File: src/rtl/aeej_pkg.sv
package aeej_pkg;

  localparam int AngW    = 16;
  localparam int LenW    = 16;
  localparam int ValW    = 26;
  localparam int ColW    = 32;
  localparam int RowW    = 3;
  localparam int NumAng  = 9;
  localparam int NumLen  = 5;
  localparam int NumCol  = 6;
  localparam int CfgIdxW = 3;
  localparam int AddrW   = 6;
  localparam int RfDepth = 64;
  localparam int SinW    = 18;
  localparam int PcW     = 8;

  localparam logic [RowW-1:0] LastRow = 3'd5;

  // Register indexes of the configuration port
  localparam logic [CfgIdxW-1:0] CFG_L2  = 3'd0;
  localparam logic [CfgIdxW-1:0] CFG_L3  = 3'd1;
  localparam logic [CfgIdxW-1:0] CFG_L4  = 3'd2;
  localparam logic [CfgIdxW-1:0] CFG_L5  = 3'd3;
  localparam logic [CfgIdxW-1:0] CFG_L11 = 3'd4;

  // Sine polynomial coefficients, Q30
  localparam logic [30:0] SC1 = 31'd1686629713;
  localparam logic [30:0] SC3 = 31'd693598669;
  localparam logic [30:0] SC5 = 31'd85569306;
  localparam logic [30:0] SC7 = 31'd5026996;
  localparam logic [30:0] SC9 = 31'd172272;

  typedef logic [NumAng-1:0][AngW-1:0] ang_set_t;
  typedef logic [NumLen-1:0][LenW-1:0] len_set_t;

  typedef struct packed {
    logic     valid;
    ang_set_t ang;
  } q_head_t;

  typedef struct packed {
    logic            start;
    logic [AngW-1:0] angle;
  } sin_req_t;

  typedef struct packed {
    logic                   done;
    logic signed [SinW-1:0] value;
  } sin_rsp_t;

  // Angle selects of the derived angle set
  localparam logic [AddrW-1:0] AS_Q1   = 6'd0;
  localparam logic [AddrW-1:0] AS_Q2   = 6'd1;
  localparam logic [AddrW-1:0] AS_Q3   = 6'd2;
  localparam logic [AddrW-1:0] AS_Q4   = 6'd3;
  localparam logic [AddrW-1:0] AS_Q5   = 6'd4;
  localparam logic [AddrW-1:0] AS_Q23  = 6'd5;
  localparam logic [AddrW-1:0] AS_Q234 = 6'd6;
  localparam logic [AddrW-1:0] AS_QP   = 6'd7;
  localparam logic [AddrW-1:0] AS_QM   = 6'd8;

  typedef enum logic [3:0] {
    OP_CONST,
    OP_LEN,
    OP_SIN,
    OP_MUL,
    OP_ADD,
    OP_SUB,
    OP_HALF,
    OP_LD2,
    OP_EMIT,
    OP_DONE
  } op_e;

  typedef struct packed {
    op_e              op;
    logic [AddrW-1:0] a;
    logic [AddrW-1:0] b;
    logic [AddrW-1:0] d;
  } instr_t;

  typedef enum logic [1:0] {
    ST_IDLE,
    ST_READ,
    ST_EXEC,
    ST_WAIT
  } seq_state_e;

  // Scratch file slots
  localparam logic [AddrW-1:0] R_Z    = 6'd0;
  localparam logic [AddrW-1:0] R_ONE  = 6'd1;
  localparam logic [AddrW-1:0] R_L2   = 6'd2;
  localparam logic [AddrW-1:0] R_L3   = 6'd3;
  localparam logic [AddrW-1:0] R_L4   = 6'd4;
  localparam logic [AddrW-1:0] R_L5   = 6'd5;
  localparam logic [AddrW-1:0] R_L11  = 6'd6;
  localparam logic [AddrW-1:0] R_D    = 6'd7;
  localparam logic [AddrW-1:0] R_S1   = 6'd8;
  localparam logic [AddrW-1:0] R_C1   = 6'd9;
  localparam logic [AddrW-1:0] R_S2   = 6'd10;
  localparam logic [AddrW-1:0] R_C2   = 6'd11;
  localparam logic [AddrW-1:0] R_S3   = 6'd12;
  localparam logic [AddrW-1:0] R_C3   = 6'd13;
  localparam logic [AddrW-1:0] R_S4   = 6'd14;
  localparam logic [AddrW-1:0] R_C4   = 6'd15;
  localparam logic [AddrW-1:0] R_S5   = 6'd16;
  localparam logic [AddrW-1:0] R_C5   = 6'd17;
  localparam logic [AddrW-1:0] R_S23  = 6'd18;
  localparam logic [AddrW-1:0] R_C23  = 6'd19;
  localparam logic [AddrW-1:0] R_S234 = 6'd20;
  localparam logic [AddrW-1:0] R_C234 = 6'd21;
  localparam logic [AddrW-1:0] R_SP   = 6'd22;
  localparam logic [AddrW-1:0] R_SM   = 6'd23;
  localparam logic [AddrW-1:0] R_T    = 6'd24;
  localparam logic [AddrW-1:0] R_T1   = 6'd25;
  localparam logic [AddrW-1:0] R_T2   = 6'd26;
  localparam logic [AddrW-1:0] R_W    = 6'd27;
  localparam logic [AddrW-1:0] R_P    = 6'd28;
  localparam logic [AddrW-1:0] R_A1   = 6'd29;
  localparam logic [AddrW-1:0] R_A2   = 6'd30;
  localparam logic [AddrW-1:0] R_A3   = 6'd31;
  localparam logic [AddrW-1:0] R_HP   = 6'd32;
  localparam logic [AddrW-1:0] R_HM   = 6'd33;
  localparam logic [AddrW-1:0] R_J00  = 6'd34;
  localparam logic [AddrW-1:0] R_J01  = 6'd35;
  localparam logic [AddrW-1:0] R_J02  = 6'd36;
  localparam logic [AddrW-1:0] R_J03  = 6'd37;
  localparam logic [AddrW-1:0] R_J04  = 6'd38;
  localparam logic [AddrW-1:0] R_J10  = 6'd39;
  localparam logic [AddrW-1:0] R_J11  = 6'd40;
  localparam logic [AddrW-1:0] R_J12  = 6'd41;
  localparam logic [AddrW-1:0] R_J13  = 6'd42;
  localparam logic [AddrW-1:0] R_J14  = 6'd43;
  localparam logic [AddrW-1:0] R_J21  = 6'd44;
  localparam logic [AddrW-1:0] R_J22  = 6'd45;
  localparam logic [AddrW-1:0] R_J23  = 6'd46;
  localparam logic [AddrW-1:0] R_J24  = 6'd47;
  localparam logic [AddrW-1:0] R_J34  = 6'd48;
  localparam logic [AddrW-1:0] R_J35  = 6'd49;
  localparam logic [AddrW-1:0] R_K0   = 6'd50;
  localparam logic [AddrW-1:0] R_NC1  = 6'd51;
  localparam logic [AddrW-1:0] R_J44  = 6'd52;
  localparam logic [AddrW-1:0] R_J45  = 6'd53;
  localparam logic [AddrW-1:0] R_J54  = 6'd54;
  localparam logic [AddrW-1:0] R_J55  = 6'd55;
  localparam logic [AddrW-1:0] R_U    = 6'd56;
  localparam logic [AddrW-1:0] R_V    = 6'd57;
  localparam logic [AddrW-1:0] R_X    = 6'd58;

  localparam logic [AddrW-1:0] NONE = 6'd0;

  function automatic instr_t mk(op_e op, logic [AddrW-1:0] a, logic [AddrW-1:0] b,
                                logic [AddrW-1:0] d);
    instr_t i;
    i.op = op;
    i.a  = a;
    i.b  = b;
    i.d  = d;
    return i;
  endfunction

  function automatic instr_t i_mul(logic [AddrW-1:0] d, logic [AddrW-1:0] a,
                                   logic [AddrW-1:0] b);
    return mk(OP_MUL, a, b, d);
  endfunction

  function automatic instr_t i_add(logic [AddrW-1:0] d, logic [AddrW-1:0] a,
                                   logic [AddrW-1:0] b);
    return mk(OP_ADD, a, b, d);
  endfunction

  function automatic instr_t i_sub(logic [AddrW-1:0] d, logic [AddrW-1:0] a,
                                   logic [AddrW-1:0] b);
    return mk(OP_SUB, a, b, d);
  endfunction

  function automatic instr_t i_half(logic [AddrW-1:0] d, logic [AddrW-1:0] a);
    return mk(OP_HALF, a, NONE, d);
  endfunction

  function automatic instr_t i_sin(logic [AddrW-1:0] d, logic [AddrW-1:0] sel,
                                   logic [AddrW-1:0] cos_sel);
    return mk(OP_SIN, sel, cos_sel, d);
  endfunction

  function automatic instr_t i_len(logic [AddrW-1:0] d, logic [AddrW-1:0] idx);
    return mk(OP_LEN, idx, NONE, d);
  endfunction

  function automatic instr_t i_const(logic [AddrW-1:0] d, logic [AddrW-1:0] k);
    return mk(OP_CONST, k, NONE, d);
  endfunction

  function automatic instr_t i_ld2(logic [AddrW-1:0] a, logic [AddrW-1:0] b,
                                   logic [AddrW-1:0] pair);
    return mk(OP_LD2, a, b, pair);
  endfunction

  function automatic instr_t i_emit(logic [AddrW-1:0] row);
    return mk(OP_EMIT, NONE, NONE, row);
  endfunction

  localparam logic [AddrW-1:0] SIN_F = 6'd0;
  localparam logic [AddrW-1:0] COS_F = 6'd1;

  localparam int ProgLen = 193;

  localparam instr_t Prog [ProgLen] = '{
    // constants and lengths
    i_const(R_Z, 6'd0), i_const(R_ONE, 6'd1),
    i_len(R_L2, 6'd0), i_len(R_L3, 6'd1), i_len(R_L4, 6'd2), i_len(R_L5, 6'd3),
    i_len(R_L11, 6'd4), i_sub(R_D, R_L5, R_L11),
    // sines and cosines
    i_sin(R_S1, AS_Q1, SIN_F), i_sin(R_C1, AS_Q1, COS_F),
    i_sin(R_S2, AS_Q2, SIN_F), i_sin(R_C2, AS_Q2, COS_F),
    i_sin(R_S3, AS_Q3, SIN_F), i_sin(R_C3, AS_Q3, COS_F),
    i_sin(R_S4, AS_Q4, SIN_F), i_sin(R_C4, AS_Q4, COS_F),
    i_sin(R_S5, AS_Q5, SIN_F), i_sin(R_C5, AS_Q5, COS_F),
    i_sin(R_S23, AS_Q23, SIN_F), i_sin(R_C23, AS_Q23, COS_F),
    i_sin(R_S234, AS_Q234, SIN_F), i_sin(R_C234, AS_Q234, COS_F),
    i_sin(R_SP, AS_QP, SIN_F), i_sin(R_SM, AS_QM, SIN_F),
    // shared terms
    i_mul(R_T, R_L4, R_S234), i_mul(R_W, R_T, R_S5),
    i_mul(R_P, R_L11, R_C234),
    i_mul(R_T1, R_L5, R_S23), i_mul(R_T2, R_L11, R_S23), i_sub(R_A1, R_T1, R_T2),
    i_mul(R_T, R_L3, R_S2), i_add(R_A1, R_A1, R_T), i_add(R_A1, R_A1, R_P),
    i_add(R_A1, R_A1, R_W),
    i_mul(R_T, R_S23, R_D), i_add(R_A2, R_T, R_P), i_add(R_A2, R_A2, R_W),
    i_add(R_A3, R_P, R_W),
    i_mul(R_T, R_L4, R_SP), i_half(R_HP, R_T), i_mul(R_T, R_L4, R_SM), i_half(R_HM, R_T),
    i_mul(R_T1, R_C1, R_C5), i_mul(R_T2, R_C234, R_S1), i_mul(R_T2, R_T2, R_S5),
    i_add(R_K0, R_T1, R_T2),
    // row 0
    i_mul(R_J00, R_L4, R_K0), i_mul(R_T, R_L2, R_C1), i_add(R_J00, R_J00, R_T),
    i_mul(R_T, R_L3, R_C2), i_mul(R_T, R_T, R_S1), i_add(R_J00, R_J00, R_T),
    i_mul(R_T, R_L11, R_S234), i_mul(R_T, R_T, R_S1), i_sub(R_J00, R_J00, R_T),
    i_mul(R_T, R_C2, R_C3), i_mul(R_T, R_T, R_S1), i_mul(R_T, R_T, R_D),
    i_add(R_J00, R_J00, R_T),
    i_mul(R_T, R_S1, R_S2), i_mul(R_T, R_T, R_S3), i_mul(R_T, R_T, R_D),
    i_sub(R_J00, R_J00, R_T),
    i_mul(R_J01, R_C1, R_A1), i_mul(R_J02, R_C1, R_A2), i_mul(R_J03, R_C1, R_A3),
    i_mul(R_T, R_L4, R_C1), i_mul(R_T, R_T, R_C2), i_mul(R_T, R_T, R_C5),
    i_mul(R_T, R_T, R_S3), i_mul(R_J04, R_T, R_S4),
    i_mul(R_T, R_L4, R_C1), i_mul(R_T, R_T, R_C2), i_mul(R_T, R_T, R_C3),
    i_mul(R_T, R_T, R_C4), i_mul(R_T, R_T, R_C5), i_sub(R_J04, R_J04, R_T),
    i_mul(R_T, R_L4, R_S1), i_mul(R_T, R_T, R_S5), i_sub(R_J04, R_J04, R_T),
    i_mul(R_T, R_L4, R_C1), i_mul(R_T, R_T, R_C3), i_mul(R_T, R_T, R_C5),
    i_mul(R_T, R_T, R_S2), i_mul(R_T, R_T, R_S4), i_add(R_J04, R_J04, R_T),
    i_mul(R_T, R_L4, R_C1), i_mul(R_T, R_T, R_C4), i_mul(R_T, R_T, R_C5),
    i_mul(R_T, R_T, R_S2), i_mul(R_T, R_T, R_S3), i_add(R_J04, R_J04, R_T),
    // row 1
    i_mul(R_T1, R_C5, R_S1), i_mul(R_T2, R_C234, R_C1), i_mul(R_T2, R_T2, R_S5),
    i_sub(R_J35, R_T1, R_T2),
    i_mul(R_J10, R_L4, R_J35), i_mul(R_T, R_L2, R_S1), i_add(R_J10, R_J10, R_T),
    i_mul(R_T, R_L3, R_C1), i_mul(R_T, R_T, R_C2), i_sub(R_J10, R_J10, R_T),
    i_mul(R_X, R_L11, R_S234), i_mul(R_T, R_X, R_C1), i_add(R_J10, R_J10, R_T),
    i_mul(R_T, R_C1, R_C2), i_mul(R_T, R_T, R_C3), i_mul(R_T, R_T, R_D),
    i_sub(R_J10, R_J10, R_T),
    i_mul(R_T, R_C1, R_S2), i_mul(R_T, R_T, R_S3), i_mul(R_T, R_T, R_D),
    i_add(R_J10, R_J10, R_T),
    i_mul(R_J11, R_S1, R_A1), i_mul(R_J12, R_S1, R_A2), i_mul(R_J13, R_S1, R_A3),
    i_mul(R_T, R_L4, R_C1), i_mul(R_J14, R_T, R_S5),
    i_mul(R_T, R_L4, R_C2), i_mul(R_T, R_T, R_C5), i_mul(R_T, R_T, R_S1),
    i_mul(R_T, R_T, R_S3), i_mul(R_T, R_T, R_S4), i_add(R_J14, R_J14, R_T),
    i_mul(R_T, R_L4, R_C3), i_mul(R_T, R_T, R_C5), i_mul(R_T, R_T, R_S1),
    i_mul(R_T, R_T, R_S2), i_mul(R_T, R_T, R_S4), i_add(R_J14, R_J14, R_T),
    i_mul(R_T, R_L4, R_C4), i_mul(R_T, R_T, R_C5), i_mul(R_T, R_T, R_S1),
    i_mul(R_T, R_T, R_S2), i_mul(R_T, R_T, R_S3), i_add(R_J14, R_J14, R_T),
    i_mul(R_T, R_L4, R_C2), i_mul(R_T, R_T, R_C3), i_mul(R_T, R_T, R_C4),
    i_mul(R_T, R_T, R_C5), i_mul(R_T, R_T, R_S1), i_sub(R_J14, R_J14, R_T),
    // row 2
    i_mul(R_U, R_L11, R_C23), i_mul(R_V, R_L5, R_C23), i_sub(R_J21, R_U, R_V),
    i_sub(R_J21, R_J21, R_HP), i_mul(R_T, R_L3, R_C2), i_sub(R_J21, R_J21, R_T),
    i_add(R_J21, R_J21, R_HM), i_add(R_J21, R_J21, R_X),
    i_sub(R_J22, R_U, R_V), i_sub(R_J22, R_J22, R_HP), i_add(R_J22, R_J22, R_HM),
    i_add(R_J22, R_J22, R_X),
    i_sub(R_J23, R_HM, R_HP), i_add(R_J23, R_J23, R_X),
    i_half(R_T1, R_SP), i_half(R_T2, R_SM), i_add(R_T1, R_T1, R_T2),
    i_mul(R_T, R_L4, R_T1), i_sub(R_J24, R_Z, R_T),
    // rows 3 to 5
    i_mul(R_J34, R_S234, R_C1), i_sub(R_NC1, R_Z, R_C1), i_mul(R_J44, R_S234, R_S1),
    i_sub(R_J45, R_Z, R_K0), i_sub(R_J54, R_Z, R_C234), i_mul(R_T, R_S234, R_S5),
    i_sub(R_J55, R_Z, R_T),
    // row delivery
    i_ld2(R_J00, R_J01, 6'd0), i_ld2(R_J02, R_J03, 6'd1), i_ld2(R_J04, R_Z, 6'd2),
    i_emit(6'd0),
    i_ld2(R_J10, R_J11, 6'd0), i_ld2(R_J12, R_J13, 6'd1), i_ld2(R_J14, R_Z, 6'd2),
    i_emit(6'd1),
    i_ld2(R_Z, R_J21, 6'd0), i_ld2(R_J22, R_J23, 6'd1), i_ld2(R_J24, R_Z, 6'd2),
    i_emit(6'd2),
    i_ld2(R_Z, R_S1, 6'd0), i_ld2(R_S1, R_S1, 6'd1), i_ld2(R_J34, R_J35, 6'd2),
    i_emit(6'd3),
    i_ld2(R_Z, R_NC1, 6'd0), i_ld2(R_NC1, R_NC1, 6'd1), i_ld2(R_J44, R_J45, 6'd2),
    i_emit(6'd4),
    i_ld2(R_ONE, R_Z, 6'd0), i_ld2(R_Z, R_Z, 6'd1), i_ld2(R_J54, R_J55, 6'd2),
    i_emit(6'd5),
    mk(OP_DONE, NONE, NONE, NONE)
  };

endpackage

File: src/rtl/aeej_sine.sv
module aeej_sine (
  input  logic               clk_i,
  input  logic               rst_ni,
  input  aeej_pkg::sin_req_t req_i,
  output aeej_pkg::sin_rsp_t rsp_o
);

  logic        busy_q, done_q;
  logic [2:0]  step_q;
  logic [1:0]  quad_q;
  logic [16:0] t_q, t2_q;
  logic [30:0] p_q;
  logic signed [aeej_pkg::SinW-1:0] val_q;

  logic [13:0] x;
  logic [14:0] xm;
  logic [16:0] t_start;
  logic [30:0] mul_a;
  logic [16:0] mul_b;
  logic [47:0] prod;
  logic [31:0] hi;
  logic [30:0] coef;
  logic [32:0] rsum;
  logic [18:0] rnd;
  logic [16:0] mag;

  always_comb begin
    x       = req_i.angle[13:0];
    xm      = req_i.angle[14] ? 15'(15'd16384 - {1'b0, x}) : {1'b0, x};
    t_start = {xm, 2'b00};
    mul_a   = (step_q == 3'd0) ? {14'd0, t_q} : p_q;
    mul_b   = (step_q == 3'd0 || step_q == 3'd5) ? t_q : t2_q;
    prod    = 48'(mul_a) * 48'(mul_b);
    hi      = prod[47:16];
    case (step_q)
      3'd1:    coef = aeej_pkg::SC7;
      3'd2:    coef = aeej_pkg::SC5;
      3'd3:    coef = aeej_pkg::SC3;
      default: coef = aeej_pkg::SC1;
    endcase
    rsum = {1'b0, hi} + 33'd8192;
    rnd  = rsum[32:14];
    mag  = (rnd > 19'd65536) ? 17'd65536 : rnd[16:0];
  end

  always_ff @(posedge clk_i) begin
    if (req_i.start) begin
      quad_q <= req_i.angle[15:14];
      t_q    <= t_start;
    end else if (busy_q) begin
      case (step_q)
        3'd0: begin
          t2_q <= hi[16:0];
          p_q  <= aeej_pkg::SC9;
        end
        3'd5: begin
          val_q <= quad_q[1] ? -$signed({1'b0, mag}) : $signed({1'b0, mag});
        end
        default: begin
          p_q <= 31'(coef - hi[30:0]);
        end
      endcase
    end
  end

  always_ff @(posedge clk_i or negedge rst_ni) begin
    if (!rst_ni) begin
      busy_q <= 1'b0;
      done_q <= 1'b0;
      step_q <= 3'd0;
    end else begin
      done_q <= 1'b0;
      if (req_i.start) begin
        busy_q <= 1'b1;
        step_q <= 3'd0;
      end else if (busy_q) begin
        step_q <= step_q + 3'd1;
        if (step_q == 3'd5) begin
          busy_q <= 1'b0;
          done_q <= 1'b1;
        end
      end
    end
  end

  assign rsp_o.done  = done_q;
  assign rsp_o.value = val_q;

endmodule

File: config.mk
export PLATFORM = sky130hd
export DESIGN_NAME = aeej_sine
export DESIGN_NICKNAME = d
export VERILOG_FILES = /design/src/rtl/aeej_pkg.sv /design/src/rtl/aeej_sine.sv
export SDC_FILE = /design/constraint.sdc
export NUM_CORES = 2
export LEC_CHECK = 0
export ABC_AREA = 1
export BUFFER_PORTS_ARGS = -buffer_cell sky130_fd_sc_hd__buf_2
export CAP_MARGIN = 40
export CORE_MARGIN = 1.5
export CORE_UTILIZATION = 25
export CTS_CLUSTER_DIAMETER = 100
export DETAILED_ROUTE_END_ITERATION = 10
export SYNTH_ARGS = -nofsm -noshare
export SYNTH_HDL_FRONTEND = slang
export SYNTH_SLANG_ARGS = --single-unit
export TNS_END_PERCENT = 30
File: constraint.sdc
create_clock -name clk_i -period 15.7 [get_ports clk_i]
set_input_delay 2.355 -clock clk_i [delete_from_list [all_inputs] [get_ports clk_i]]
set_output_delay 2.355 -clock clk_i [all_outputs]
set_load 0.005 [all_outputs]
==> impl_summary.md <==
Outcome
The run finished with clean final reports.

Global routing
Entering global routing, the biggest net connects 68 pins. The via count of the first global-routing pass is 20600. The global route total overflow is 0. The initial antenna violation count is 0. For this run, the total global-route usage over all layers was measured as 16.0%.

The global-route wire length before repair is 120000 um.

Logic synthesis
The synthesized area is 23800 um2. The number of warnings issued by yosys is 0. The per-instance average area after synthesis is 7.64 um2. Yosys mapped a number of flops with a built-in enable equal to 82.

The synthesized netlist contains 58 unique library cells. The share of synthesized flip-flops with an asynchronous set or reset is 5.75%. Synthesis produced 3111 cells. In this run, synthesis produced a sequential element count of 87.

Sequential elements use 10.9% of the synthesized area. The post-synth net total is 3718. The dominant synthesized flop cell is sky130_fd_sc_hd__edfxtp_1.

Routing
Using the TritonRoute via totals, the vias-per-cell ratio works out to 4.55. The routed length per placed instance is 17.3 um. The first TritonRoute pass finished after 6 iterations. The final route contains 19900 vias.

The routed design has 75800 um of wire. The remaining routing DRC violations is 0. The post-detailed-route count of antenna-violating nets is 0. The number of violations reported at the end of detailed-routing iteration 0 is 1337.

Die
The area of the die is 96900 um2. The total I/O pin count is 38. The width of the die is 311 um. The y dimension of the die is 311 um. Row generation in the floorplan step produced 112 rows. In this run the standard cell core region covers 93700 um2.

The initial utilization of the core area, before any placement, comes to 25.3%.

STA
The setup clock skew after layout is 0.0129 ns. The final number of max-transition violations is 0. Setup repair after global routing left no endpoint under its margin.

Setup violations remaining at the end of the flow were counted as 0. After routing, the total negative slack on setup checks comes to 0 ns. The worst path uses 70.0% of the clock period. The relative slew slack is 36.4%. The worst path in the final design needs a cycle of 11.00 ns, including I/O delays and setup. The pin slew with the least headroom to its limit is 0.948 ns. The number of endpoints with negative hold slack in the final report is 0.

Derived from the worst setup path, the maximum achievable clock frequency is 0.0909 GHz.

Setup path
Along the worst path, the maximum fanout reaches 30. The critical path startpoint category is a flop. The most numerous cell type found on the critical path is sky130_fd_sc_hd__inv_1. The critical path is of the reg2reg type.

Setup slack on the worst reg-to-reg path comes out at 4.70 ns. For this run, the slowest stage of the critical path takes 0.64 ns. The critical path data required time is 15.87 ns. The worst-path cell with the longest stage delay is sky130_fd_sc_hd__inv_1. The signal arrival time at the worst endpoint is 11.17 ns. The worst setup path is captured at a flop.

Place
Once detailed placement completed, the half-perimeter wirelength came to 63300 um. The final weighted congestion in routability-driven placement is 0.972. During placement, the flow inserted port buffers numbering 37.

Clock network
TritonCTS built the clock tree. Gates resized during post-CTS repair numbered 0. The number of levels the H-tree was split into is 3. Buffers added to address setup during post-CTS repair amount to 0.

The maximum buffer depth of the clock tree is 2. In this run the clock root is driven by a sky130_fd_sc_hd__clkbuf_16. The clock transition time at the flip-flop clock pins of the worst setup and hold paths is 0.08 ns.

The number of hold buffers added after CTS was 0. The total CTS buffers is 9. For this design, the sink count on the clock tree is 87.

At the later pin of the worst-skew pair, clock insertion delay measures 0.37 ns.

Cells and area
The utilization after layout is 27.7%. After the last flow step, the layout net total stands at 3734. The number of fillers in the final layout is 10200.

The proportion of layout cells with a drive suffix above 1 is 8.21%. The area overhead of the layout relative to synthesis is 9.39%. The repair_antennas step left the layout with diodes totalling 0.

Flow run
The number of violations of the max-capacitance limit is 0.

Hold path
The class of the worst hold path is reg2reg.
==> critical path, delay by kind of cell, from the launching register on <==
kind,cells,cell delay [ns]
buffers and inverters,10,2.44
flip-flops,1,0.42
XOR/XNOR,1,0.26
AND/OR/NAND/NOR,11,1.26
AO/OA/AOI/OAI,12,2.62
adder cells (fa/ha/maj),9,3.76
==> layout by cell type (no fill, tap or decap), drive strengths merged <==
cell,n
nand2,844
inv,747
fa,433
nor2,344
ha,155
o21ai,103
a21oi,91
buf,84
edfxtp,82
nand3,80
xor2,27
xnor2,20
clkinv,20
nand4,19
nor3,13
clkbuf,9
nand3b,8
o21bai,6
or2,6
a21o,5
o21a,5
dfrtp,5
nor4,4
a21boi,4
a211oi,3
a31oi,3
nor3b,2
o311ai,2
o41ai,1
a221oi,1
o2bb2ai,1
o31ai,1
and3,1
o221ai,1
o22ai,1
a22oi,1
==> state kept, by name, summed over array words and instances (netlist names) <==
register,cells
val_q,18
t2_q,17
quad_q,1
done_q,1
t_q,15
busy_q,1
p_q,31
step_q,3
==> final timing paths <==
kind / startpoint / end / cells after the start
setup / recovery: step_q[0] / p_q[27] / 43
hold / removal: step_q[0] / step_q[0] / 1
setup reg to reg: step_q[0] / p_q[27] / 43
hold reg to reg: step_q[0] / step_q[0] / 1
max in group asynchronous: rst_ni / done_q / 1
min in group asynchronous: rst_ni / step_q[2] / 1
==> cells in the mapped netlist, types with 12 or more instances <==
cell,n,area [um2]
sky130_fd_sc_hd__a21oi_1,84,420
sky130_fd_sc_hd__clkbuf_1,73,274
sky130_fd_sc_hd__clkinv_1,15,56.3
sky130_fd_sc_hd__edfxtp_1,82,2460
sky130_fd_sc_hd__fa_1,433,8670
sky130_fd_sc_hd__ha_1,155,1940
sky130_fd_sc_hd__inv_1,722,2710
sky130_fd_sc_hd__inv_2,18,67.6
sky130_fd_sc_hd__nand2_1,783,2940
sky130_fd_sc_hd__nand2_2,44,275
sky130_fd_sc_hd__nand2_4,17,191
sky130_fd_sc_hd__nand3_1,70,350
sky130_fd_sc_hd__nand4_1,19,119
sky130_fd_sc_hd__nor2_1,313,1170
sky130_fd_sc_hd__nor2_2,22,138
sky130_fd_sc_hd__nor3_1,12,60.1
sky130_fd_sc_hd__o21ai_0,73,365
sky130_fd_sc_hd__o21ai_1,25,125
sky130_fd_sc_hd__xnor2_1,20,175
sky130_fd_sc_hd__xor2_1,25,219
==> metal layers <==
layer  vias up  global-route usage [%]  routed length (um)
li1       9218                       -                   -
met1      9880                    22.2               33600
met2       743                    25.3               33900
met3       107                    2.86                6220
met4         0                    4.33                2020
met5         -                       0                   0
==> layout make-up <==
class | count | area, um2 | share of cell area (%)
Multi-Input combinational cell | 2185 | 18000 | 69.2
Inverter | 760 | 2860 | 11.0
Sequential cell | 87 | 2590 | 9.95
Tap cell | 1254 | 1570 | 6.04
Timing Repair Buffer | 84 | 669 | 2.57
Clock buffer | 9 | 225 | 0.866
Clock inverter | 7 | 83.8 | 0.322
==> kinds of logic after synthesis <==
group           Yosys count  share of synthesized area (%)
simple gates           1321                           23.7
flops                    87                           10.9
fa+ha+maj               588                           44.6
compound gates          229                           5.46
xor+xnor                 47                           1.80
buf+inv                 839                           13.5
==> through the flow <==
stage / worst slack, ns / instances / cell area, um2 / hold WS (ns)
after floorplan: 6.69 / 3111 / 23800 / 0.502
after global placement: 4.51 / 4361 / 25500 / 0.549
after detailed placement: 4.88 / 4370 / 25700 / 0.554
after CTS: 4.80 / 4386 / 26000 / 0.571
after global routing: 3.87 / 4386 / 26000 / 0.614
final: 4.70 / 4386 / 26000 / 0.569
Power is left out: the tool's default activity adds up to more than one toggle a clock period on the data nets, which glitch-free logic cannot reach.
