### src/rtl/aeej_pkg.sv
package aeej_pkg;

  localparam int AngW    = 16;
  localparam int LenW    = 16;
  localparam int ValW    = 26;
  localparam int ColW    = 32;
  localparam int RowW    = 3;
  localparam int NumAng  = 9;
  localparam int NumLen  = 5;
  localparam int NumCol  = 6;
  localparam int CfgIdxW = 3;
  localparam int AddrW   = 6;
  localparam int RfDepth = 64;
  localparam int SinW    = 18;
  localparam int PcW     = 8;

  localparam logic [RowW-1:0] LastRow = 3'd5;

  // Register indexes of the configuration port
  localparam logic [CfgIdxW-1:0] CFG_L2  = 3'd0;
  localparam logic [CfgIdxW-1:0] CFG_L3  = 3'd1;
  localparam logic [CfgIdxW-1:0] CFG_L4  = 3'd2;
  localparam logic [CfgIdxW-1:0] CFG_L5  = 3'd3;
  localparam logic [CfgIdxW-1:0] CFG_L11 = 3'd4;

  // Sine polynomial coefficients, Q30
  localparam logic [30:0] SC1 = 31'd1686629713;
  localparam logic [30:0] SC3 = 31'd693598669;
  localparam logic [30:0] SC5 = 31'd85569306;
  localparam logic [30:0] SC7 = 31'd5026996;
  localparam logic [30:0] SC9 = 31'd172272;

  typedef logic [NumAng-1:0][AngW-1:0] ang_set_t;
  typedef logic [NumLen-1:0][LenW-1:0] len_set_t;

  typedef struct packed {
    logic     valid;
    ang_set_t ang;
  } q_head_t;

  typedef struct packed {
    logic            start;
    logic [AngW-1:0] angle;
  } sin_req_t;

  typedef struct packed {
    logic                   done;
    logic signed [SinW-1:0] value;
  } sin_rsp_t;

  // Angle selects of the derived angle set
  localparam logic [AddrW-1:0] AS_Q1   = 6'd0;
  localparam logic [AddrW-1:0] AS_Q2   = 6'd1;
  localparam logic [AddrW-1:0] AS_Q3   = 6'd2;
  localparam logic [AddrW-1:0] AS_Q4   = 6'd3;
  localparam logic [AddrW-1:0] AS_Q5   = 6'd4;
  localparam logic [AddrW-1:0] AS_Q23  = 6'd5;
  localparam logic [AddrW-1:0] AS_Q234 = 6'd6;
  localparam logic [AddrW-1:0] AS_QP   = 6'd7;
  localparam logic [AddrW-1:0] AS_QM   = 6'd8;

  typedef enum logic [3:0] {
    OP_CONST,
    OP_LEN,
    OP_SIN,
    OP_MUL,
    OP_ADD,
    OP_SUB,
    OP_HALF,
    OP_LD2,
    OP_EMIT,
    OP_DONE
  } op_e;

  typedef struct packed {
    op_e              op;
    logic [AddrW-1:0] a;
    logic [AddrW-1:0] b;
    logic [AddrW-1:0] d;
  } instr_t;

  typedef enum logic [1:0] {
    ST_IDLE,
    ST_READ,
    ST_EXEC,
    ST_WAIT
  } seq_state_e;

  // Scratch file slots
  localparam logic [AddrW-1:0] R_Z    = 6'd0;
  localparam logic [AddrW-1:0] R_ONE  = 6'd1;
  localparam logic [AddrW-1:0] R_L2   = 6'd2;
  localparam logic [AddrW-1:0] R_L3   = 6'd3;
  localparam logic [AddrW-1:0] R_L4   = 6'd4;
  localparam logic [AddrW-1:0] R_L5   = 6'd5;
  localparam logic [AddrW-1:0] R_L11  = 6'd6;
  localparam logic [AddrW-1:0] R_D    = 6'd7;
  localparam logic [AddrW-1:0] R_S1   = 6'd8;
  localparam logic [AddrW-1:0] R_C1   = 6'd9;
  localparam logic [AddrW-1:0] R_S2   = 6'd10;
  localparam logic [AddrW-1:0] R_C2   = 6'd11;
  localparam logic [AddrW-1:0] R_S3   = 6'd12;
  localparam logic [AddrW-1:0] R_C3   = 6'd13;
  localparam logic [AddrW-1:0] R_S4   = 6'd14;
  localparam logic [AddrW-1:0] R_C4   = 6'd15;
  localparam logic [AddrW-1:0] R_S5   = 6'd16;
  localparam logic [AddrW-1:0] R_C5   = 6'd17;
  localparam logic [AddrW-1:0] R_S23  = 6'd18;
  localparam logic [AddrW-1:0] R_C23  = 6'd19;
  localparam logic [AddrW-1:0] R_S234 = 6'd20;
  localparam logic [AddrW-1:0] R_C234 = 6'd21;
  localparam logic [AddrW-1:0] R_SP   = 6'd22;
  localparam logic [AddrW-1:0] R_SM   = 6'd23;
  localparam logic [AddrW-1:0] R_T    = 6'd24;
  localparam logic [AddrW-1:0] R_T1   = 6'd25;
  localparam logic [AddrW-1:0] R_T2   = 6'd26;
  localparam logic [AddrW-1:0] R_W    = 6'd27;
  localparam logic [AddrW-1:0] R_P    = 6'd28;
  localparam logic [AddrW-1:0] R_A1   = 6'd29;
  localparam logic [AddrW-1:0] R_A2   = 6'd30;
  localparam logic [AddrW-1:0] R_A3   = 6'd31;
  localparam logic [AddrW-1:0] R_HP   = 6'd32;
  localparam logic [AddrW-1:0] R_HM   = 6'd33;
  localparam logic [AddrW-1:0] R_J00  = 6'd34;
  localparam logic [AddrW-1:0] R_J01  = 6'd35;
  localparam logic [AddrW-1:0] R_J02  = 6'd36;
  localparam logic [AddrW-1:0] R_J03  = 6'd37;
  localparam logic [AddrW-1:0] R_J04  = 6'd38;
  localparam logic [AddrW-1:0] R_J10  = 6'd39;
  localparam logic [AddrW-1:0] R_J11  = 6'd40;
  localparam logic [AddrW-1:0] R_J12  = 6'd41;
  localparam logic [AddrW-1:0] R_J13  = 6'd42;
  localparam logic [AddrW-1:0] R_J14  = 6'd43;
  localparam logic [AddrW-1:0] R_J21  = 6'd44;
  localparam logic [AddrW-1:0] R_J22  = 6'd45;
  localparam logic [AddrW-1:0] R_J23  = 6'd46;
  localparam logic [AddrW-1:0] R_J24  = 6'd47;
  localparam logic [AddrW-1:0] R_J34  = 6'd48;
  localparam logic [AddrW-1:0] R_J35  = 6'd49;
  localparam logic [AddrW-1:0] R_K0   = 6'd50;
  localparam logic [AddrW-1:0] R_NC1  = 6'd51;
  localparam logic [AddrW-1:0] R_J44  = 6'd52;
  localparam logic [AddrW-1:0] R_J45  = 6'd53;
  localparam logic [AddrW-1:0] R_J54  = 6'd54;
  localparam logic [AddrW-1:0] R_J55  = 6'd55;
  localparam logic [AddrW-1:0] R_U    = 6'd56;
  localparam logic [AddrW-1:0] R_V    = 6'd57;
  localparam logic [AddrW-1:0] R_X    = 6'd58;

  localparam logic [AddrW-1:0] NONE = 6'd0;

  function automatic instr_t mk(op_e op, logic [AddrW-1:0] a, logic [AddrW-1:0] b,
                                logic [AddrW-1:0] d);
    instr_t i;
    i.op = op;
    i.a  = a;
    i.b  = b;
    i.d  = d;
    return i;
  endfunction

  function automatic instr_t i_mul(logic [AddrW-1:0] d, logic [AddrW-1:0] a,
                                   logic [AddrW-1:0] b);
    return mk(OP_MUL, a, b, d);
  endfunction

  function automatic instr_t i_add(logic [AddrW-1:0] d, logic [AddrW-1:0] a,
                                   logic [AddrW-1:0] b);
    return mk(OP_ADD, a, b, d);
  endfunction

  function automatic instr_t i_sub(logic [AddrW-1:0] d, logic [AddrW-1:0] a,
                                   logic [AddrW-1:0] b);
    return mk(OP_SUB, a, b, d);
  endfunction

  function automatic instr_t i_half(logic [AddrW-1:0] d, logic [AddrW-1:0] a);
    return mk(OP_HALF, a, NONE, d);
  endfunction

  function automatic instr_t i_sin(logic [AddrW-1:0] d, logic [AddrW-1:0] sel,
                                   logic [AddrW-1:0] cos_sel);
    return mk(OP_SIN, sel, cos_sel, d);
  endfunction

  function automatic instr_t i_len(logic [AddrW-1:0] d, logic [AddrW-1:0] idx);
    return mk(OP_LEN, idx, NONE, d);
  endfunction

  function automatic instr_t i_const(logic [AddrW-1:0] d, logic [AddrW-1:0] k);
    return mk(OP_CONST, k, NONE, d);
  endfunction

  function automatic instr_t i_ld2(logic [AddrW-1:0] a, logic [AddrW-1:0] b,
                                   logic [AddrW-1:0] pair);
    return mk(OP_LD2, a, b, pair);
  endfunction

  function automatic instr_t i_emit(logic [AddrW-1:0] row);
    return mk(OP_EMIT, NONE, NONE, row);
  endfunction

  localparam logic [AddrW-1:0] SIN_F = 6'd0;
  localparam logic [AddrW-1:0] COS_F = 6'd1;

  localparam int ProgLen = 193;

  localparam instr_t Prog [ProgLen] = '{
    // constants and lengths
    i_const(R_Z, 6'd0), i_const(R_ONE, 6'd1),
    i_len(R_L2, 6'd0), i_len(R_L3, 6'd1), i_len(R_L4, 6'd2), i_len(R_L5, 6'd3),
    i_len(R_L11, 6'd4), i_sub(R_D, R_L5, R_L11),
    // sines and cosines
    i_sin(R_S1, AS_Q1, SIN_F), i_sin(R_C1, AS_Q1, COS_F),
    i_sin(R_S2, AS_Q2, SIN_F), i_sin(R_C2, AS_Q2, COS_F),
    i_sin(R_S3, AS_Q3, SIN_F), i_sin(R_C3, AS_Q3, COS_F),
    i_sin(R_S4, AS_Q4, SIN_F), i_sin(R_C4, AS_Q4, COS_F),
    i_sin(R_S5, AS_Q5, SIN_F), i_sin(R_C5, AS_Q5, COS_F),
    i_sin(R_S23, AS_Q23, SIN_F), i_sin(R_C23, AS_Q23, COS_F),
    i_sin(R_S234, AS_Q234, SIN_F), i_sin(R_C234, AS_Q234, COS_F),
    i_sin(R_SP, AS_QP, SIN_F), i_sin(R_SM, AS_QM, SIN_F),
    // shared terms
    i_mul(R_T, R_L4, R_S234), i_mul(R_W, R_T, R_S5),
    i_mul(R_P, R_L11, R_C234),
    i_mul(R_T1, R_L5, R_S23), i_mul(R_T2, R_L11, R_S23), i_sub(R_A1, R_T1, R_T2),
    i_mul(R_T, R_L3, R_S2), i_add(R_A1, R_A1, R_T), i_add(R_A1, R_A1, R_P),
    i_add(R_A1, R_A1, R_W),
    i_mul(R_T, R_S23, R_D), i_add(R_A2, R_T, R_P), i_add(R_A2, R_A2, R_W),
    i_add(R_A3, R_P, R_W),
    i_mul(R_T, R_L4, R_SP), i_half(R_HP, R_T), i_mul(R_T, R_L4, R_SM), i_half(R_HM, R_T),
    i_mul(R_T1, R_C1, R_C5), i_mul(R_T2, R_C234, R_S1), i_mul(R_T2, R_T2, R_S5),
    i_add(R_K0, R_T1, R_T2),
    // row 0
    i_mul(R_J00, R_L4, R_K0), i_mul(R_T, R_L2, R_C1), i_add(R_J00, R_J00, R_T),
    i_mul(R_T, R_L3, R_C2), i_mul(R_T, R_T, R_S1), i_add(R_J00, R_J00, R_T),
    i_mul(R_T, R_L11, R_S234), i_mul(R_T, R_T, R_S1), i_sub(R_J00, R_J00, R_T),
    i_mul(R_T, R_C2, R_C3), i_mul(R_T, R_T, R_S1), i_mul(R_T, R_T, R_D),
    i_add(R_J00, R_J00, R_T),
    i_mul(R_T, R_S1, R_S2), i_mul(R_T, R_T, R_S3), i_mul(R_T, R_T, R_D),
    i_sub(R_J00, R_J00, R_T),
    i_mul(R_J01, R_C1, R_A1), i_mul(R_J02, R_C1, R_A2), i_mul(R_J03, R_C1, R_A3),
    i_mul(R_T, R_L4, R_C1), i_mul(R_T, R_T, R_C2), i_mul(R_T, R_T, R_C5),
    i_mul(R_T, R_T, R_S3), i_mul(R_J04, R_T, R_S4),
    i_mul(R_T, R_L4, R_C1), i_mul(R_T, R_T, R_C2), i_mul(R_T, R_T, R_C3),
    i_mul(R_T, R_T, R_C4), i_mul(R_T, R_T, R_C5), i_sub(R_J04, R_J04, R_T),
    i_mul(R_T, R_L4, R_S1), i_mul(R_T, R_T, R_S5), i_sub(R_J04, R_J04, R_T),
    i_mul(R_T, R_L4, R_C1), i_mul(R_T, R_T, R_C3), i_mul(R_T, R_T, R_C5),
    i_mul(R_T, R_T, R_S2), i_mul(R_T, R_T, R_S4), i_add(R_J04, R_J04, R_T),
    i_mul(R_T, R_L4, R_C1), i_mul(R_T, R_T, R_C4), i_mul(R_T, R_T, R_C5),
    i_mul(R_T, R_T, R_S2), i_mul(R_T, R_T, R_S3), i_add(R_J04, R_J04, R_T),
    // row 1
    i_mul(R_T1, R_C5, R_S1), i_mul(R_T2, R_C234, R_C1), i_mul(R_T2, R_T2, R_S5),
    i_sub(R_J35, R_T1, R_T2),
    i_mul(R_J10, R_L4, R_J35), i_mul(R_T, R_L2, R_S1), i_add(R_J10, R_J10, R_T),
    i_mul(R_T, R_L3, R_C1), i_mul(R_T, R_T, R_C2), i_sub(R_J10, R_J10, R_T),
    i_mul(R_X, R_L11, R_S234), i_mul(R_T, R_X, R_C1), i_add(R_J10, R_J10, R_T),
    i_mul(R_T, R_C1, R_C2), i_mul(R_T, R_T, R_C3), i_mul(R_T, R_T, R_D),
    i_sub(R_J10, R_J10, R_T),
    i_mul(R_T, R_C1, R_S2), i_mul(R_T, R_T, R_S3), i_mul(R_T, R_T, R_D),
    i_add(R_J10, R_J10, R_T),
    i_mul(R_J11, R_S1, R_A1), i_mul(R_J12, R_S1, R_A2), i_mul(R_J13, R_S1, R_A3),
    i_mul(R_T, R_L4, R_C1), i_mul(R_J14, R_T, R_S5),
    i_mul(R_T, R_L4, R_C2), i_mul(R_T, R_T, R_C5), i_mul(R_T, R_T, R_S1),
    i_mul(R_T, R_T, R_S3), i_mul(R_T, R_T, R_S4), i_add(R_J14, R_J14, R_T),
    i_mul(R_T, R_L4, R_C3), i_mul(R_T, R_T, R_C5), i_mul(R_T, R_T, R_S1),
    i_mul(R_T, R_T, R_S2), i_mul(R_T, R_T, R_S4), i_add(R_J14, R_J14, R_T),
    i_mul(R_T, R_L4, R_C4), i_mul(R_T, R_T, R_C5), i_mul(R_T, R_T, R_S1),
    i_mul(R_T, R_T, R_S2), i_mul(R_T, R_T, R_S3), i_add(R_J14, R_J14, R_T),
    i_mul(R_T, R_L4, R_C2), i_mul(R_T, R_T, R_C3), i_mul(R_T, R_T, R_C4),
    i_mul(R_T, R_T, R_C5), i_mul(R_T, R_T, R_S1), i_sub(R_J14, R_J14, R_T),
    // row 2
    i_mul(R_U, R_L11, R_C23), i_mul(R_V, R_L5, R_C23), i_sub(R_J21, R_U, R_V),
    i_sub(R_J21, R_J21, R_HP), i_mul(R_T, R_L3, R_C2), i_sub(R_J21, R_J21, R_T),
    i_add(R_J21, R_J21, R_HM), i_add(R_J21, R_J21, R_X),
    i_sub(R_J22, R_U, R_V), i_sub(R_J22, R_J22, R_HP), i_add(R_J22, R_J22, R_HM),
    i_add(R_J22, R_J22, R_X),
    i_sub(R_J23, R_HM, R_HP), i_add(R_J23, R_J23, R_X),
    i_half(R_T1, R_SP), i_half(R_T2, R_SM), i_add(R_T1, R_T1, R_T2),
    i_mul(R_T, R_L4, R_T1), i_sub(R_J24, R_Z, R_T),
    // rows 3 to 5
    i_mul(R_J34, R_S234, R_C1), i_sub(R_NC1, R_Z, R_C1), i_mul(R_J44, R_S234, R_S1),
    i_sub(R_J45, R_Z, R_K0), i_sub(R_J54, R_Z, R_C234), i_mul(R_T, R_S234, R_S5),
    i_sub(R_J55, R_Z, R_T),
    // row delivery
    i_ld2(R_J00, R_J01, 6'd0), i_ld2(R_J02, R_J03, 6'd1), i_ld2(R_J04, R_Z, 6'd2),
    i_emit(6'd0),
    i_ld2(R_J10, R_J11, 6'd0), i_ld2(R_J12, R_J13, 6'd1), i_ld2(R_J14, R_Z, 6'd2),
    i_emit(6'd1),
    i_ld2(R_Z, R_J21, 6'd0), i_ld2(R_J22, R_J23, 6'd1), i_ld2(R_J24, R_Z, 6'd2),
    i_emit(6'd2),
    i_ld2(R_Z, R_S1, 6'd0), i_ld2(R_S1, R_S1, 6'd1), i_ld2(R_J34, R_J35, 6'd2),
    i_emit(6'd3),
    i_ld2(R_Z, R_NC1, 6'd0), i_ld2(R_NC1, R_NC1, 6'd1), i_ld2(R_J44, R_J45, 6'd2),
    i_emit(6'd4),
    i_ld2(R_ONE, R_Z, 6'd0), i_ld2(R_Z, R_Z, 6'd1), i_ld2(R_J54, R_J55, 6'd2),
    i_emit(6'd5),
    mk(OP_DONE, NONE, NONE, NONE)
  };

endpackage

### src/rtl/aeej_front.sv
module aeej_front (
  input  logic                              clk_i,
  input  logic                              rst_ni,
  input  logic                              in_valid_i,
  output logic                              in_ready_o,
  input  logic [aeej_pkg::AngW-1:0]         q1_i,
  input  logic [aeej_pkg::AngW-1:0]         q2_i,
  input  logic [aeej_pkg::AngW-1:0]         q3_i,
  input  logic [aeej_pkg::AngW-1:0]         q4_i,
  input  logic [aeej_pkg::AngW-1:0]         q5_i,
  output aeej_pkg::q_head_t                 head_o,
  input  logic                              pop_i
);

  aeej_pkg::ang_set_t mem_q [2];
  aeej_pkg::ang_set_t ang_set;
  logic               wr_ptr_q, rd_ptr_q;
  logic [1:0]         count_q;
  logic               push;
  logic [aeej_pkg::AngW-1:0] q23, q234;

  // Derive the summed joint angles once, on entry; all wrap mod a full turn
  always_comb begin
    q23  = q2_i + q3_i;
    q234 = q23 + q4_i;
    ang_set[0] = q1_i;
    ang_set[1] = q2_i;
    ang_set[2] = q3_i;
    ang_set[3] = q4_i;
    ang_set[4] = q5_i;
    ang_set[5] = q23;
    ang_set[6] = q234;
    ang_set[7] = q234 + q5_i;
    ang_set[8] = q234 - q5_i;
  end

  assign in_ready_o  = (count_q != 2'd2);
  assign push        = in_valid_i && in_ready_o;
  assign head_o.valid = (count_q != 2'd0);
  assign head_o.ang   = mem_q[rd_ptr_q];

  always_ff @(posedge clk_i) begin
    if (push) begin
      mem_q[wr_ptr_q] <= ang_set;
    end
  end

  always_ff @(posedge clk_i or negedge rst_ni) begin
    if (!rst_ni) begin
      wr_ptr_q <= 1'b0;
      rd_ptr_q <= 1'b0;
      count_q  <= 2'd0;
    end else begin
      if (push) begin
        wr_ptr_q <= ~wr_ptr_q;
      end
      if (pop_i) begin
        rd_ptr_q <= ~rd_ptr_q;
      end
      count_q <= count_q + {1'b0, push} - {1'b0, pop_i};
    end
  end

endmodule

### config.mk
export PLATFORM = sky130hd
export DESIGN_NAME = aeej_front
export DESIGN_NICKNAME = d
export VERILOG_FILES = /design/src/rtl/aeej_pkg.sv /design/src/rtl/aeej_front.sv
export SDC_FILE = /design/constraint.sdc
export NUM_CORES = 1
export LEC_CHECK = 0
export BUFFER_PORTS_ARGS = -buffer_cell sky130_fd_sc_hd__buf_4
export CAP_MARGIN = 0
export CORE_MARGIN = 4
export CORE_UTILIZATION = 35
export CTS_CLUSTER_DIAMETER = 120
export DETAILED_ROUTE_END_ITERATION = 8
export GPL_TIMING_DRIVEN = 0
export SLEW_MARGIN = 5
export SYNTH_ARGS = -nofsm -noshare
export SYNTH_HDL_FRONTEND = slang
export SYNTH_SLANG_ARGS = --single-unit
### constraint.sdc
create_clock -name clk_i -period 6.9 [get_ports clk_i]
set_clock_uncertainty 0.15 [all_clocks]
set_input_delay 0.69 -clock clk_i [delete_from_list [all_inputs] [get_ports clk_i]]
set_output_delay 0.69 -clock clk_i [all_outputs]
set_load 0.01 [all_outputs]
==> results.ini, run 1 <==
[run_status]
status = finished, final reports clean

[floorplan]
rows = 70
die_h_um = 202
io_pins = 230
dieArea_um2 = 40800
start_util = 0.357
die_w_um = 202
core_area_um2 = 36900

[cts]
post_cts_buffers = 0
clk_latency_ns = 0.52
clock_sinks = 290
cts.reportedPaths.clkPinSlew_ns = 0.06
ctsHtreeMaxLevel = 2
postCtsResizedCells = 0
cts_buffer_depth = 3
cts_buffers = 34
cts_tree = done
root_buffer = clkbuf_16

[routing]
detail-route-antenna-nets = 0
wire_per_inst_um = 19.0
vias_per_cell = 4.73
via_count = 7743
drc = 0
drtIter0Drc = 338
drt_pass1_iterations = 4
wl_mm = 31.1

[timing]
layout_setup_ws_ns = 0.865
period_needed_ns = 6.04
drv_slew = 0
setup_viol_count_final = 0
max-slew-margin-rel = 0.317
period_share = 0.875
whs_ns = 0.199
hold_viol_final = 0
rsz0062_at_grt = false
fmax_mhz = 166
worst_slew_pin_slew_ns = 1.02

[synth]
yosys.area.top_type = edfxtp_1
async_reset_ff_frac = 0.0138
synth_edf_count = 286
synth_top_area_share = 0.652
synth_area_per_cell_um2 = 15.8
seq_area_frac_synth = 0.660
synthCells = 836
netlist_area_um2 = 13200
synthTopCellsByArea = edfxtp_1, mux2_2, ha_1
yosys_warnings = 0
syn_nets = 987
ys_types = 56
ys_ff_latch = 290
synth_ff_type = edfxtp_1

[setup_path]
critPathMaxFanout = 8
criticalPathCategory = primary input to flop
worstPathRequired_ns = 7.01
ff2ff_path_depth = 4
crit_top_cell = ha_1
rrSetupSlack_ns = 4.57
r2r-end = mem_q[1][28]
rr_startpoint = count_q[0]
crit_arrival_ns = 6.15
slowest_stage = or4b_2
critical-path-max-stage-delay_ns = 0.62
cp-start-kind = primary input
endpoint_kind = flop

[final_layout]
stdcell_count = 1638
syn_to_final_growth_pct = 27.4
fin_nets = 1261
drive_gt1_frac = 0.380
fillers = 3298
seq_area_um2 = 8690
final_cell_mix = edfxtp_1, buf_4, mux2_2, ha_1, inv_1
final_common_cell = edfxtp_1
n_antenna_cell = 0
multiInputGateArea_um2 = 4240

[placed_design]
place_ws_ns = 0.375
hpwl_mm = 22.8
numPlacedInstances = 1577
io_buffers = 229
gp_congestion = 0.781

[hold_path]
hold_end = mem_q[1][11]
holdCritStartpoint = q1_i[11]
worstHoldPathCells = 1
hold_class = primary input to flop

[grt]
grt_util_all_layers = 0.149
antenna_found_initial = 1
grt-ovfl-total = 0
first_global_vias = 7881
grt_pass1_wl_mm = 46.9
grt_max_degree = 59

[power_and_ir_drop]
powerDensity_nw_per_um2 = 453
irDropWorstVdd_uv = 243
p_leak_nw = 6.34

[flow_run]
cap_viol_max_count = 0

==> synthesized netlist by cell type (3+ instances only) <==
library cell and instances:
nor2b_1 8, nand2_1 22, nand2b_1 8, a211oi_1 7
a21boi_0 3, xnor2_1 35, a21o_1 11, nor3_1 5
dfrtp_1 4, edfxtp_1 286, nand3_1 6, xor2_1 20
fa_1 4, nor2_1 25, mux2_2 143, o211ai_1 3
ha_1 63, inv_1 45, o21ai_0 20, o21bai_1 10
o21a_1 3, and3_1 3, clkbuf_1 20, a21oi_1 39
or3_1 3, nor4_1 3
==> state kept, by name, indices dropped and copies added, names as in the netlist <==
register / count
wr_ptr_q: 1
count_q: 2
rd_ptr_q: 1
mem_q: 286
==> routing by layer <==
metal | part of all wire | vias to the layer above | GRT usage
li1 | - | 3724 | -
met4 | 0.024 | 2 | 0.0518
met2 | 0.45 | 196 | 0.230
met1 | 0.47 | 3774 | 0.207
met3 | 0.059 | 47 | 0.0358
met5 | 0.00035 | - | 0
==> layout make-up <==
type                       instances  share of cell area
timing repair buffer             238               0.115
multi-input combinational        479               0.253
clock inverter                    19             0.00865
inverter                          45              0.0101
tap                              504              0.0376
sequential                       290               0.518
buffer                            22             0.00514
clock buffer                      41              0.0535
==> stage by stage <==
stage	TNS [ns]	total power, W	area, µm²	util
floorplan	0	0.00465	13200	-
global placement	-131.33	0.00600	15500	0.421
detailed placement	0	0.00603	15700	0.427
CTS	0	0.00776	16800	0.455
global route	0	0.00808	16800	0.455
finish	0	0.00760	16800	0.455
==> kinds of logic (layout without fill, tap and decap cells) <==
| group | Yosys count | in the layout | synth area share |
|---|---|---|---|
| multiplexers | 143 | 143 | 0.122 |
| XOR/XNOR | 56 | 56 | 0.0384 |
| AO/OA/AOI/OAI | 118 | 118 | 0.0582 |
| flip-flops | 290 | 290 | 0.660 |
| buffers and inverters | 67 | 365 | 0.0194 |
| adder cells (fa/ha/maj) | 67 | 67 | 0.0659 |
| AND/OR/NAND/NOR | 95 | 95 | 0.0364 |
==> worst max-delay path, delay by kind of cell <==
family                     cells  cell delay, ns
xor gates and xnor gates       1            0.10
and+or+nand+nor                7            1.82
AOI/OAI and AO/OA             10            2.01
adders and majority gates      4            1.11
buffers and inverters          3            0.42
==> report_power, final <==
part / total [W] / switching (W) / internal, W
Combinational: 0.00317 / 0.00172 / 0.00145
Sequential: 0.00275 / 0.0000931 / 0.00266
Clock: 0.00168 / 0.000681 / 0.00100
==> worst max path at each step <==
stage	start	slack, ns	endpoint
after floorplan	q2_i[0]	1.33	mem_q[0][143]
after global placement	in_valid_i	-0.79	mem_q[0][46]
after detailed placement	q2_i[0]	0.37	mem_q[0][143]
after CTS	q2_i[0]	0.93	mem_q[0][143]
after global routing	q2_i[0]	0.43	mem_q[0][143]
final	q2_i[0]	0.86	mem_q[0][143]
==> timing repair <==
item / CTS / global route
endpoints found under the hold margin: 4 / 0
setup endpoints to repair: 0 / 0
hold buffers: 1 / 0
Note: power is estimated with default switching activity, not from simulation.
==> run 2: changes to the inputs <==
--- a/config.mk
+++ b/config.mk
@@ -12,6 +12,7 @@
 export CTS_CLUSTER_DIAMETER = 120
 export DETAILED_ROUTE_END_ITERATION = 8
 export GPL_TIMING_DRIVEN = 0
+export MAX_ROUTING_LAYER = met4
 export SLEW_MARGIN = 5
 export SYNTH_ARGS = -nofsm -noshare
 export SYNTH_HDL_FRONTEND = slang
==> run 2 against run 1 <==
  * Core utilization is essentially flat
  * First-iteration DRC count shrank 9.8%
  * Sequential share of layout area is essentially flat
  * Critical path type unchanged
  * Highest routed layer is now met4
  * Hold slack is essentially flat
  * Total power is essentially flat
  * Clock power is essentially flat
  * Flip-flop and latch count is the same
  * Critical path depth is the same
==> results.ini, run 2 (synthesis gave the netlist of run 1 again) <==
[final_layout]
fillers = 3297  ; -0.030%
final_cell_mix = edfxtp_1, buf_4, mux2_2, ha_1, inv_1
multiInputGateArea_um2 = 4240  ; unchanged
reg.largest.list = mem_q (286), count_q (2)
syn_to_final_growth_pct = 27.4  ; about the same
max_flop_register = mem_q
fin_nets = 1261  ; unchanged
drive_gt1_frac = 0.380  ; unchanged
largest_reg_flops = 286  ; unchanged
seq_area_um2 = 8690  ; unchanged
final_common_cell = edfxtp_1

[routing]
wl_mm = 31.1  ; about the same
met1Wirelength_mm = 14.7  ; +0.96%
vias_per_cell = 4.72  ; -0.19%
met3_length_mm = 1.72  ; -5.6%
drt_pass1_iterations = 4  ; unchanged
detail-route-antenna-nets = 0  ; unchanged
wire_per_inst_um = 19.0  ; about the same
drc = 0  ; unchanged
highest_layer = met4
drtIter0Drc = 305  ; -9.8%
wl_met2_mm = 14.0  ; about the same
via_count = 7733  ; -0.13%

[setup_path]
worstPathRequired_ns = 7.01  ; about the same
crit_arrival_ns = 6.11  ; -0.04 ns
criticalPathCategory = primary input to flop
endpoint_kind = flop
r2r-end = mem_q[1][44]
ff2ff_path_depth = 4  ; unchanged
critPathMaxFanout = 8  ; unchanged
crit_end = mem_q[0][143]
rrSetupSlack_ns = 4.58  ; about the same
worstSetupStartpoint = q2_i[0]
cp-start-kind = primary input
rr_startpoint = count_q[0]

[timing]
fmax_mhz = 167  ; +0.66%
max-slew-margin-rel = 0.321  ; +0.00435
period_share = 0.869  ; -0.00574
hold_viol_final = 0  ; unchanged
worst_slew_pin_slew_ns = 1.02  ; -0.00653 ns
period_needed_ns = 6.00  ; -0.0396 ns
layout_setup_ws_ns = 0.904  ; +0.0396 ns
rsz0062_at_grt = false
setup_viol_count_final = 0  ; unchanged
drv_slew = 0  ; unchanged

[placed_design]
place_ws_ns = 0.375  ; unchanged
hpwl_mm = 22.8  ; unchanged
gp_congestion = 0.791  ; +1.4%
io_buffers = 229  ; unchanged

[power_and_ir_drop]
p_total_w = 0.00761  ; about the same
powerDensity_nw_per_um2 = 453  ; about the same
irDropWorstVdd_uv = 242  ; about the same
p_leak_nw = 6.34  ; unchanged

[floorplan]
core_area_um2 = 36900  ; unchanged
io_pins = 230  ; unchanged
start_util = 0.357  ; unchanged
die_h_um = 202  ; unchanged
rows = 70  ; unchanged
dieArea_um2 = 40800  ; unchanged
die_w_um = 202  ; unchanged

[cts]
ctsHtreeMaxLevel = 2  ; unchanged
clk_latency_ns = 0.52  ; about the same
cts_tree = done
post_cts_buffers = 0  ; unchanged
clock_sinks = 290  ; unchanged
cts_buffers = 34  ; unchanged
root_buffer = clkbuf_16
cts_buffer_depth = 3  ; unchanged
cts.reportedPaths.clkPinSlew_ns = 0.06  ; about the same

[flow_run]
cap_viol_max_count = 0  ; unchanged

[grt]
grt_max_degree = 59  ; unchanged
first_global_vias = 7901  ; +0.25%
grt_pass1_wl_mm = 46.9  ; about the same
grt_util_all_layers = 0.153  ; +0.00429
grt-ovfl-total = 0  ; unchanged
antenna_found_initial = 1  ; unchanged

[run_status]
status = finished, final reports clean

[hold_path]
hold_class = primary input to flop

## run 2: cell count changes in the layout (fill, tap and decap cells not counted)
cell     before  now
diode_2       0    1
## run 2: what timing repair did
action | 4_1_cts | 5_1_grt
gates resized for setup | 0 | 0
setup endpoints to repair | 0 | 0
endpoints found under the hold margin | 4 | 0
hold buffers | 1 | 0
## run 2: power breakdown
part           switching, W  internal (W)
Sequential        0.0000933       0.00266
Clock              0.000684       0.00100
Combinational       0.00172       0.00145
Total               0.00249       0.00511
## run 2: cell type report
class,instances,share of cell area
Buffer,22,0.00514
Sequential cell,290,0.517
Timing Repair Buffer,238,0.115
Clock inverter,19,0.00864
Clock buffer,41,0.0535
Antenna cell,1,0.000149
Inverter,45,0.0101
Multi-Input combinational cell,479,0.253
Tap cell,504,0.0376
## run 2: worst min path at each step
stage / cells after the start / end / start / slack [ns]
final: 1 / mem_q[1][11] / q1_i[11] / 0.20
after global routing: 1 / mem_q[0][2] / q1_i[2] / 0.17
after CTS: 1 / mem_q[0][2] / q1_i[2] / 0.16
after detailed placement: 1 / count_q[1] / count_q[1] / 0.33
after global placement: 1 / count_q[1] / count_q[1] / 0.33
after floorplan: 0 / count_q[0] / rst_ni / 0.24
## run 2: stage by stage
stage,instances,cell area (µm²),hold WS (ns),TNS [ns],utilization
6_report,1639,16800,0.199,0,0.455
5_1_grt,1639,16800,0.169,0,0.455
4_1_cts,1638,16800,0.158,0,0.455
3_5_place_dp,1577,15700,0.329,0,0.427
3_3_place_gp,1569,15500,0.326,-131.33,0.421
2_1_floorplan,836,13200,0.244,0,-
## run 2: per-layer routing
metal  up-vias  track usage
met5         -            -
met2       213        0.231
met4         0       0.0518
met1      3744        0.208
li1       3727            -
met3        49       0.0326
## run 2: critical path: stages
cell and delay, ns:
buf_4 0.13, ha_1 0.24, inv_1 0.08, fa_1 0.21, nor2b_1 0.06, o21ai_0 0.18
a21boi_0 0.14, o21a_1 0.21, o21ai_1 0.25, a21oi_1 0.13, or4b_2 0.62, o2111ai_1 0.24
ha_1 0.36, nand2_1 0.12, o21ai_0 0.16, nor3_1 0.17, a21oi_1 0.13, nor2_1 0.32
ha_1 0.30, clkbuf_1 0.21, nor2b_1 0.20, a221o_1 0.33, or3_1 0.33, a31oi_1 0.20
xor2_1 0.10
